`config.mk`:
```
export PLATFORM = sky130hd
export DESIGN_NAME = char_lcd_diff_refresh_buffer_core
export DESIGN_NICKNAME = d
export VERILOG_FILES = /design/src/hw/rtl/lcdrb_pkg.sv /design/src/hw/rtl/lcdrb_frame_mem.sv /design/src/hw/rtl/lcdrb_ctrl.sv /design/src/hw/rtl/char_lcd_diff_refresh_buffer_core.sv
export SDC_FILE = /design/constraint.sdc
export NUM_CORES = 1
export LEC_CHECK = 0
export BUFFER_PORTS_ARGS = -buffer_cell sky130_fd_sc_hd__buf_4
export CORE_MARGIN = 4
export CORE_UTILIZATION = 36
export DETAILED_ROUTE_END_ITERATION = 10
export PLACE_DENSITY_LB_ADDON = 0.2
export SLEW_MARGIN = 10
export SYNTH_ARGS = -nofsm -noshare
export SYNTH_HDL_FRONTEND = slang
export SYNTH_SLANG_ARGS = --single-unit
export TNS_END_PERCENT = 10
```
`constraint.sdc`:
```
create_clock -name clk -period 4.5 [get_ports clk]
set_input_delay 0.225 -clock clk [delete_from_list [all_inputs] [get_ports clk]]
set_output_delay 0.225 -clock clk [all_outputs]
set_load 0.005 [all_outputs]
```
`src/hw/rtl/lcdrb_pkg.sv`:
```
// Shared constants, codes and transaction types for the LCD refresh buffer.
`timescale 1ns / 1ps

package lcdrb_pkg;

  // Panel geometry.
  localparam int NUM_COLS = 16;
  localparam int NUM_ROWS = 2;
  localparam int CELLS    = NUM_COLS * NUM_ROWS;
  localparam int ADDR_W   = (CELLS > 1) ? $clog2(CELLS) : 1;
  localparam int COL_W    = $clog2(NUM_COLS + 1);
  localparam int ROW_W    = $clog2(NUM_ROWS);

  // Character values that the buffers hold after reset.
  localparam logic [7:0] SPACE_CHAR  = 8'h20;
  localparam logic [7:0] SHOWN_RESET = 8'h00;

  // Operation selectors.
  localparam logic [2:0] FN_SET_CURSOR   = 3'd0;
  localparam logic [2:0] FN_PUT_CHAR     = 3'd1;
  localparam logic [2:0] FN_CLR_ALL      = 3'd2;
  localparam logic [2:0] FN_CLR_BUT_FIRST = 3'd3;
  localparam logic [2:0] FN_CLR_BUT_LAST = 3'd4;
  localparam logic [2:0] FN_REFRESH      = 3'd5;

  // Panel command kinds.
  localparam logic CMD_SET_LOC = 1'b0;
  localparam logic CMD_WRITE   = 1'b1;

  typedef struct packed {
    logic [2:0] func;
    logic [7:0] pos_x;
    logic [7:0] pos_y;
    logic [7:0] char_code;
    logic       lcd_busy;
  } in_item_t;

  typedef struct packed {
    logic       cmd_kind;
    logic [3:0] cmd_col;
    logic       cmd_row;
    logic [7:0] cmd_char;
  } out_item_t;

  // Requests from the controller to the frame memories.
  typedef struct packed {
    logic              rd_en;
    logic [ADDR_W-1:0] rd_addr;
    logic              disp_we;
    logic [ADDR_W-1:0] disp_waddr;
    logic [7:0]        disp_wdata;
    logic              shown_we;
    logic [ADDR_W-1:0] shown_waddr;
    logic [7:0]        shown_wdata;
    logic [CELLS-1:0]  disp_clr;
  } mem_req_t;

  // Registered read data, already merged with the entry valid bits.
  typedef struct packed {
    logic [7:0] disp_data;
    logic [7:0] shown_data;
  } mem_rsp_t;

endpackage

```
`src/hw/rtl/lcdrb_frame_mem.sv`:
```
// Display and shown frame memories with per-entry valid bits.
`timescale 1ns / 1ps

module lcdrb_frame_mem (
  input  logic              clk,
  input  logic              rst_n,
  input  lcdrb_pkg::mem_req_t req,
  output lcdrb_pkg::mem_rsp_t rsp
);
  import lcdrb_pkg::*;

  logic [7:0]       disp_mem  [CELLS];
  logic [7:0]       shown_mem [CELLS];
  logic [CELLS-1:0] disp_vld_r;
  logic [CELLS-1:0] disp_vld_nxt;
  logic [CELLS-1:0] shown_vld_r;
  logic [CELLS-1:0] shown_vld_nxt;
  logic [7:0]       rd_disp_r;
  logic [7:0]       rd_shown_r;
  logic             rd_dv_r;
  logic             rd_sv_r;

  // Memory arrays: one write port each, a shared read address and registered read data.
  always_ff @(posedge clk) begin
    if (req.disp_we) begin
      disp_mem[req.disp_waddr] <= req.disp_wdata;
    end
    if (req.shown_we) begin
      shown_mem[req.shown_waddr] <= req.shown_wdata;
    end
    if (req.rd_en) begin
      rd_disp_r  <= disp_mem[req.rd_addr];
      rd_shown_r <= shown_mem[req.rd_addr];
      rd_dv_r    <= disp_vld_r[req.rd_addr];
      rd_sv_r    <= shown_vld_r[req.rd_addr];
    end
  end

  // An entry becomes valid on a write; a clear drops display entries back
  // to their reset value of a space.
  always_comb begin
    disp_vld_nxt  = disp_vld_r & ~req.disp_clr;
    shown_vld_nxt = shown_vld_r;
    if (req.disp_we) begin
      disp_vld_nxt[req.disp_waddr] = 1'b1;
    end
    if (req.shown_we) begin
      shown_vld_nxt[req.shown_waddr] = 1'b1;
    end
  end

  always_ff @(posedge clk) begin
    if (!rst_n) begin
      disp_vld_r  <= '0;
      shown_vld_r <= '0;
    end else begin
      disp_vld_r  <= disp_vld_nxt;
      shown_vld_r <= shown_vld_nxt;
    end
  end

  // Entries that were never written read as their reset value.
  assign rsp.disp_data  = rd_dv_r ? rd_disp_r : SPACE_CHAR;
  assign rsp.shown_data = rd_sv_r ? rd_shown_r : SHOWN_RESET;

endmodule

```
`src/hw/rtl/lcdrb_ctrl.sv`:
```
// Cursor, scan and command sequencer that drives the frame memories.
`timescale 1ns / 1ps

module lcdrb_ctrl (
  input  logic                 clk,
  input  logic                 rst_n,
  input  logic                 in_valid,
  output logic                 in_ready,
  input  lcdrb_pkg::in_item_t  in_data,
  output logic                 res_valid,
  input  logic                 res_ready,
  output lcdrb_pkg::out_item_t res_data,
  output lcdrb_pkg::mem_req_t  mem_req,
  input  lcdrb_pkg::mem_rsp_t  mem_rsp
);
  import lcdrb_pkg::*;

  localparam logic ST_IDLE = 1'b0;
  localparam logic ST_EVAL = 1'b1;

  logic             state_r, state_nxt;
  logic [7:0]       cur_col_r, cur_col_nxt;
  logic [7:0]       cur_row_r, cur_row_nxt;
  logic [COL_W-1:0] scan_col_r, scan_col_nxt;
  logic [ROW_W-1:0] scan_row_r, scan_row_nxt;
  logic             addr_flag_r, addr_flag_nxt;

  logic             accept;
  logic             put_ok;
  logic [7:0]       col_inc;
  logic             scan_wrap;
  logic [ROW_W-1:0] row_inc;
  logic [CELLS-1:0] mask_all;
  logic [CELLS-1:0] mask_but_first;
  logic [CELLS-1:0] mask_but_last;

  assign in_ready = (state_r == ST_IDLE);
  assign accept   = in_valid && in_ready;

  assign put_ok    = (cur_col_r < 8'(NUM_COLS)) && (cur_row_r < 8'(NUM_ROWS));
  assign col_inc   = cur_col_r + 8'd1;
  assign scan_wrap = (scan_col_r == COL_W'(NUM_COLS));
  assign row_inc   = (scan_row_r == ROW_W'(NUM_ROWS - 1)) ? '0 : scan_row_r + 1'b1;

  // Row masks for the three clear operations.
  always_comb begin
    for (int r = 0; r < NUM_ROWS; r++) begin
      for (int c = 0; c < NUM_COLS; c++) begin
        mask_all[r * NUM_COLS + c]       = 1'b1;
        mask_but_first[r * NUM_COLS + c] = (r >= 1);
        mask_but_last[r * NUM_COLS + c]  = (r < NUM_ROWS - 1);
      end
    end
  end

  // Edits take effect when accepted; a refresh tick reads its scan cell and is
  // evaluated in the following cycle.
  always_comb begin
    state_nxt     = state_r;
    cur_col_nxt   = cur_col_r;
    cur_row_nxt   = cur_row_r;
    scan_col_nxt  = scan_col_r;
    scan_row_nxt  = scan_row_r;
    addr_flag_nxt = addr_flag_r;
    mem_req       = '0;
    mem_req.rd_addr     = ADDR_W'(int'(scan_row_r) * NUM_COLS + int'(scan_col_r));
    mem_req.disp_waddr  = ADDR_W'(int'(cur_row_r) * NUM_COLS + int'(cur_col_r));
    mem_req.disp_wdata  = in_data.char_code;
    mem_req.shown_waddr = mem_req.rd_addr;
    mem_req.shown_wdata = mem_rsp.disp_data;
    res_valid     = 1'b0;
    res_data      = '0;

    unique case (state_r)
      ST_IDLE: begin
        if (accept) begin
          unique case (in_data.func)
            FN_SET_CURSOR: begin
              cur_col_nxt = in_data.pos_x;
              cur_row_nxt = in_data.pos_y;
            end
            FN_PUT_CHAR: begin
              if (put_ok) begin
                mem_req.disp_we = 1'b1;
                if (col_inc == 8'(NUM_COLS)) begin
                  cur_col_nxt = '0;
                  cur_row_nxt = (cur_row_r == 8'(NUM_ROWS - 1)) ? '0 : cur_row_r + 8'd1;
                end else begin
                  cur_col_nxt = col_inc;
                end
              end
            end
            FN_CLR_ALL: begin
              mem_req.disp_clr = mask_all;
              cur_col_nxt      = '0;
              cur_row_nxt      = '0;
            end
            FN_CLR_BUT_FIRST: begin
              mem_req.disp_clr = mask_but_first;
              cur_col_nxt      = '0;
              cur_row_nxt      = '0;
            end
            FN_CLR_BUT_LAST: begin
              mem_req.disp_clr = mask_but_last;
              cur_col_nxt      = '0;
              cur_row_nxt      = '0;
            end
            FN_REFRESH: begin
              if (!in_data.lcd_busy) begin
                mem_req.rd_en = !scan_wrap;
                state_nxt     = ST_EVAL;
              end
            end
            default: begin
            end
          endcase
        end
      end
      ST_EVAL: begin
        if (scan_wrap) begin
          // Row wrap: address the start of the next row.
          res_valid        = 1'b1;
          res_data.cmd_kind = CMD_SET_LOC;
          res_data.cmd_row = 1'(row_inc);
          if (res_ready) begin
            scan_col_nxt = '0;
            scan_row_nxt = row_inc;
            state_nxt    = ST_IDLE;
          end
        end else if (mem_rsp.disp_data != mem_rsp.shown_data) begin
          res_valid = 1'b1;
          if (!addr_flag_r) begin
            // First changed cell of a run: set the panel address.
            res_data.cmd_kind = CMD_SET_LOC;
            res_data.cmd_col  = 4'(scan_col_r);
            res_data.cmd_row  = 1'(scan_row_r);
            if (res_ready) begin
              addr_flag_nxt = 1'b1;
              state_nxt     = ST_IDLE;
            end
          end else begin
            // Write the character and record it as shown.
            res_data.cmd_kind = CMD_WRITE;
            res_data.cmd_char = mem_rsp.disp_data;
            if (res_ready) begin
              mem_req.shown_we = 1'b1;
              scan_col_nxt     = scan_col_r + 1'b1;
              state_nxt        = ST_IDLE;
            end
          end
        end else begin
          // Unchanged cell ends any run.
          addr_flag_nxt = 1'b0;
          scan_col_nxt  = scan_col_r + 1'b1;
          state_nxt     = ST_IDLE;
        end
      end
      default: begin
        state_nxt = ST_IDLE;
      end
    endcase
  end

  always_ff @(posedge clk) begin
    if (!rst_n) begin
      state_r     <= ST_IDLE;
      cur_col_r   <= '0;
      cur_row_r   <= '0;
      scan_col_r  <= '0;
      scan_row_r  <= '0;
      addr_flag_r <= 1'b0;
    end else begin
      state_r     <= state_nxt;
      cur_col_r   <= cur_col_nxt;
      cur_row_r   <= cur_row_nxt;
      scan_col_r  <= scan_col_nxt;
      scan_row_r  <= scan_row_nxt;
      addr_flag_r <= addr_flag_nxt;
    end
  end

endmodule

```
`src/hw/rtl/char_lcd_diff_refresh_buffer_core.sv`:
```
// Top level of the character LCD refresh buffer with its output register.
//
// Usage: edit transactions (set cursor, put char, the three clears) and
// refresh ticks arrive on the in_ channel; panel commands leave on the
// out_ channel, at most one per refresh tick.
// Timing: an edit is applied when it is accepted and the block stays ready
// for the next one. A refresh tick that is not busy reads its scan cell from
// the frame memories (registered read data) and is evaluated in the following
// cycle; no new transaction is taken until that evaluation completes. Its
// command appears on out_valid the cycle after evaluation. Clears act on
// per-entry valid bits and are applied like any other edit.
// Reset: the display frame reads as all spaces, the shown frame as all
// zero (forcing a full repaint), cursor and scan position return to the
// top left corner. No memory sweep is needed after reset.
// Stall: a command waiting in the output register does not block new
// transactions; only a refresh tick that must emit while the register is
// still full waits in evaluation until out_ready frees it.
`timescale 1ns / 1ps

module char_lcd_diff_refresh_buffer_core (
  input  logic                 clk,
  input  logic                 rst_n,
  input  logic                 in_valid,
  output logic                 in_ready,
  input  lcdrb_pkg::in_item_t  in_data,
  output logic                 out_valid,
  input  logic                 out_ready,
  output lcdrb_pkg::out_item_t out_data
);
  import lcdrb_pkg::*;

  mem_req_t  mem_req;
  mem_rsp_t  mem_rsp;
  logic      res_valid;
  logic      res_ready;
  out_item_t res_data;
  logic      out_valid_r;
  out_item_t out_data_r;

  lcdrb_ctrl u_ctrl (
    .clk       (clk),
    .rst_n     (rst_n),
    .in_valid  (in_valid),
    .in_ready  (in_ready),
    .in_data   (in_data),
    .res_valid (res_valid),
    .res_ready (res_ready),
    .res_data  (res_data),
    .mem_req   (mem_req),
    .mem_rsp   (mem_rsp)
  );

  lcdrb_frame_mem u_mem (
    .clk   (clk),
    .rst_n (rst_n),
    .req   (mem_req),
    .rsp   (mem_rsp)
  );

  // Output register: takes a new command when empty or being drained.
  assign res_ready = !out_valid_r || out_ready;

  always_ff @(posedge clk) begin
    if (!rst_n) begin
      out_valid_r <= 1'b0;
    end else if (res_valid && res_ready) begin
      out_valid_r <= 1'b1;
    end else if (out_ready) begin
      out_valid_r <= 1'b0;
    end
  end

  always_ff @(posedge clk) begin
    if (res_valid && res_ready) begin
      out_data_r <= res_data;
    end
  end

  assign out_valid = out_valid_r;
  assign out_data  = out_data_r;

endmodule

```
# [After elaboration in Yosys (flattened, before gate mapping)]
# Memory sizes are Yosys's and may differ from the RTL's. A register that Yosys moved wholly into a read port is not among the register bits.
# Cells that the tools add are included.
[op_classes] addsub=6 n_mul=0 div_mod_pow=0 magnitude_cmp=6 eq_ne=14 shifts=0 mux=63 bitwise_logic=8 n_reduce_logical=20
[ops] op="$mux W32" count=3
[ops] op="$pmux W32 S3" count=1
[ops] op="$mux W8" count=8
[ops] op="$or A32 B32 Y32" count=2
[ops] op="$pmux W8 S3" count=2
[ops] op="$mux W1" count=38
[ops] op="$and A32 B32 Y32" count=1
[ops] op="$not A32 Y32" count=1
[ops] op="$mux W5" count=5
[ops] op="$add A8 B1 Y8 const B" count=2
[ops] op="$lt A5 B6 Y1 const B" count=2
[ops] op="$add A5 B5 Y5" count=2
[ops] op="$bmux W1 S5" count=2
[ops] op="$demux W1 S5" count=2
[ops] op="$ge A5 B1 Y1 const B" count=2
[ops] op="$mux W9" count=1
[ops] op="$eq A8 B1 Y1 const B" count=1
[ops] op="$eq A8 B5 Y1 const B" count=1
[ops] op="$lt A8 B2 Y1 const B" count=1
[ops] op="$lt A8 B5 Y1 const B" count=1
[ops] op="$ne A8 B8 Y1" count=1
[ops] op="$reduce_and A4 Y1" count=2
[ops] op="$reduce_or A4 Y1" count=2
[ops] op="$eq A3 B2 Y1 const B" count=2
[ops] op="other kinds (21)" count=32
[word_totals] register_bits=105 latch_bits=0 mem_bits_rw=512 romBits=0 input_bits=32 out_inout_bits=16 memories=2
[memory_table] memory="u_mem.disp_mem" depth=32 width=8 read_ports=1 rd_clocked_by_memory_dff=1 write_ports=1 line_no="lcdrb_frame_mem.sv:12" source="logic [7:0] disp_mem [CELLS];"
[memory_table] memory="u_mem.shown_mem" depth=32 width=8 read_ports=1 rd_clocked_by_memory_dff=1 write_ports=1 line_no="lcdrb_frame_mem.sv:13" source="logic [7:0] shown_mem [CELLS];"

# [Longest topological paths before layout]
[logic_depth] word_depth=9 mapped_depth=10 ltp_nobuf=8

# [Modules after synthesis]
# Synthesis repeated with hierarchy kept, for this count alone.
[unflattened] hier_cells=1731 hier_area_um2=26177.6
[by_module_without_submodules] mod="lcdrb_frame_mem" instances=1 cells_per_inst=1443 area_per_inst_um2=23560.1
[by_module_without_submodules] mod="lcdrb_ctrl" instances=1 cells_per_inst=269 area_per_inst_um2=2139.6
[by_module_without_submodules] mod="char_lcd_diff_refresh_buffer_core" instances=1 cells_per_inst=19 area_per_inst_um2=478.0

# [Least setup slack after synthesis]
# OpenSTA, ideal clock, no wires.
[synth_timing] kind="register -> register" start="reg u_ctrl.scan_col_r[0]" end="mem u_mem.shown_mem[12][0] (enable)" t_arrival_ns=2.879 t_required_ns=4.102 setup_slack_ns=1.223 stages_incl_launch_ff=8 path_buffers=2 path_cell_list="dfxtp_1 > buf_2 > buf_1 > inv_1 > ha_1 > nand4_1 > o2111ai_4 > nor4_1"
[synth_via] elab_chain_len=5 elab_cells_between_ends=6 classes_between="add/sub: 1; eq/ne: 1; mux: 4"
[synth_lines] element="start, declared" line_no="lcdrb_ctrl.sv:24" source="logic [COL_W-1:0] scan_col_r, scan_col_nxt;"
[synth_lines] element="start signal, assigned" line_no="lcdrb_ctrl.sv:176" source="scan_col_r <= scan_col_nxt;"
[synth_lines] element="$eq A5 B5 Y1" line_no="lcdrb_ctrl.sv:42" source="assign scan_wrap = (scan_col_r == COL_W'(NUM_COLS));"
[synth_lines] element="$mux W1" line_no="lcdrb_ctrl.sv:120" source="if (scan_wrap) begin"
[synth_lines] element="$mux W1" line_no="lcdrb_ctrl.sv:74" source="unique case (state_r)"
[synth_lines] element="$mux W1" line_no="lcdrb_frame_mem.sv:28" source="if (req.shown_we) begin"
[synth_lines] element="$mux W1 (implied by the code)" line_no="lcdrb_frame_mem.sv:29" source="shown_mem[req.shown_waddr] <= req.shown_wdata;"
[synth_lines] element="end, declared" line_no="lcdrb_frame_mem.sv:13"
# Parallel ways exist; a longest one is shown, timed or not.

==> impl_metrics.toml <==
[placement]
port_buffers = 47
hpwl_um = 38900
place_inst = 2314
place.gp.congestion = 0.824
post_dp_cell_area_mm2 = 0.0266

[timing]
max-slew-margin-rel_pct = 19.0
period_share_pct = 74.2
timing.fmax_ghz = 0.300
worst_slew_pin_slew_ps = 1210
slew_violations = 0
setup_viol = 0
rsz0062_at_grt = "no"
min_period_ps = 3340
finClkSkew_ps = 20.6
finalHoldViolations = 0
setup_tns_ps = 0

[critical_path]
required_ps = 4690
r2r_end = "u_mem.shown_mem[12][3]"
crit_fanout = 33
cp_slowest_cell = "nor4_2"
regToRegStartpoint = "u_mem.rd_dv_r"
crit_end = "u_mem.shown_mem[12][3]"
end_kind = "flop"
crit_chain = "buf_4 -> and2_1 -> buf_4 -> and4_4 -> o32ai_4 -> o2111ai_4 -> nor4_2"
slowest_delay_ps = 1050
reg2regPathDepth = 7
reg2reg_slack_ps = 1160
worstPathArrival_ps = 3530
cp_common_cell = "buf_4"
startpoint = "u_mem.rd_dv_r"
cp-start-kind = "flop"
path_class = "reg2reg"

[cells_and_area]
regArea_mm2 = 0.0181
drive_gt1_share_pct = 24.3
syn_to_final_growth_pct = 15.9
final_common_cell = "edfxtp_1"
mostFrequentLayoutCells = "edfxtp_1 (544), mux4_2 (144), a22oi_1 (104), nor2_1 (96), dfxtp_1 (87)"
fin_area_mm2 = 0.0291
layout.cells.non_filler = 2456
fin_nets = 1512
multiInputGateArea_mm2 = 0.00663
antennaDiodeCount = 0
fillers = 6066

[clocking]
insertion_delay_ps = 590
cts_tree = "done"
cts_buffers = 69
clock_tree.buffer_depth = 3
cts.sinks = 633
cts-root-buf = "clkbuf_16"
htreeDepth = 3
cts_setup_buffers = 0
clk_transition_reported_paths_ps = 60

[synthesis]
ys_ff_latch = 633
ys_async_sr_fraction_pct = 0
netlist_area_mm2 = 0.0251
yosysSeqAreaShare_pct = 72.3
syn-instance-count = 1382
synthFlopType = "edfxtp_1"
syn_avg_cell_area_um2 = 18.1
syn-num-nets = 1424
yosysWarnings = 0
synth_edf_count = 544
synth.distinct_cells = 63

[power]
p_per_area_mw_per_mm2 = 425
p_leak_nw = 8.92
vdd_drop_max_v = 0.000274
p_total_mw = 12.4

[grt]
grt_overflow = 0
grt_usage_pct = 16.8
grt_max_degree = 137
antenna_found_initial = 0
grt_pass1_vias = 13800
grt_pass1_wl_um = 93100

[detailed_routing]
drtIter0Drc = 1375
wl_um = 62300
drtAntennaViolNets = 0
dr.pass1.iters = 8
wl_per_cell_um = 25.4
viasPerCell = 5.48
vias = 13500
drc = 0

[die]
fp-row-count = 96
dieHeight_um = 272
die_w_um = 272
io_pins = 48
initial_core_util_pct = 36.4
coreArea_mm2 = 0.0688
die_area_mm2 = 0.0739

[job]
maxCapViolCount = 0

[worst_hold_path]
worstHoldPathType = "in2reg"

[outcome]
status = "finished, final reports clean"
worst min path at each step:
stage / depth (start not counted) / endpoint / start
detailed placement: 1 / u_mem.shown_vld_r[31] / u_mem.shown_vld_r[31]
CTS: 3 / u_ctrl.cur_col_r[1] / in_data[18]
finish: 3 / u_ctrl.cur_col_r[1] / in_data[18]
global placement: 1 / u_mem.shown_vld_r[26] / u_mem.shown_vld_r[26]
global route: 3 / u_ctrl.cur_col_r[1] / in_data[18]
floorplan: 0 / u_mem.disp_mem[0][0] / in_data[1]
critical path, delay by kind of cell, from the launching register on:
family / cells / cell delay [ps]
AO/OA/AOI/OAI: 2 / 640
buffers and inverters: 2 / 460
flip-flops: 1 / 360
AND/OR/NAND/NOR: 3 / 1480
flip-flops by register name, indices dropped and copies added, names as in the netlist, 5 cells and up:
name and flops:
u_ctrl.scan_col_r 5, u_ctrl.cur_col_r 8, u_mem.shown_mem 256, u_mem.disp_mem 256, u_mem.rd_shown_r 8, u_mem.rd_disp_r 8
u_mem.shown_vld_r 32, out_data 14, u_ctrl.cur_row_r 8, u_mem.disp_vld_r 32
layout make-up:
type / count / area share [%]
flip-flops and latches: 633 / 62.4
inverters: 13 / 0.168
multi-input cells: 658 / 22.8
well taps: 931 / 4.01
clock inverters: 36 / 1.34
clock buffers: 90 / 6.61
repair buffers: 95 / 2.68
synth_stat cells (all sizes together), types with 13 or more instances:
cell type	n	area share (%)
o21ai	18	0.36
edfxtp	544	65
mux4	144	13
nand2	39	0.59
buf	30	0.63
a22o	13	0.45
a22oi	104	3.1
nor3	30	0.88
nor2	98	1.5
inv	13	0.19
and2	27	0.67
o21a	20	0.60
dfxtp	89	7.1
clkbuf	48	0.72
nand4	21	0.52
nand3	17	0.34
a21oi	14	0.28
repair_timing:
action / CTS / global route
hold endpoints to repair: 16 / 0
hold buffers: 16 / 0
gates resized for setup: 0 / 0
per-layer routing:
layer / GRT usage (%) / wire, µm / up-vias
li1: - / - / 5838
met1: 23.8 / 27500 / 7165
met2: 27.5 / 30500 / 385
met3: 2.60 / 3290 / 74
met4: 3.93 / 986 / 0
met5: 0 / 0 / -
per-stage QoR:
| step | util [%] | hold slack [ps] | setup WS, ps |
|---|---|---|---|
| 4_1_cts | 42.2 | 13.3 | 1110 |
| 5_1_grt | 42.2 | 28.7 | 937 |
| 2_1_floorplan | - | 324 | 1220 |
| 6_report | 42.2 | 39.2 | 1160 |
| 3_5_place_dp | 38.6 | 453 | 1120 |
| 3_3_place_gp | 38.6 | 443 | 1120 |
report_power, final:
group	switching, mW	internal [mW]	total, mW
combinational	0.173	0.0781	0.251
clock	2.30	3.43	5.73
sequential	0.0251	6.34	6.37
total	2.50	9.85	12.4
logic make-up after synthesis:
logic type                 share of synthesized area (%)
DFF                                                 72.3
and+or+nand+nor                                     5.94
AOI/OAI and AO/OA                                   6.28
adders and majority gates                          0.499
xor gates and xnor gates                           0.489
buffers and inverters                               1.54
muxes                                               13.0
No activity file was read; power rests on OpenSTA's default activity.
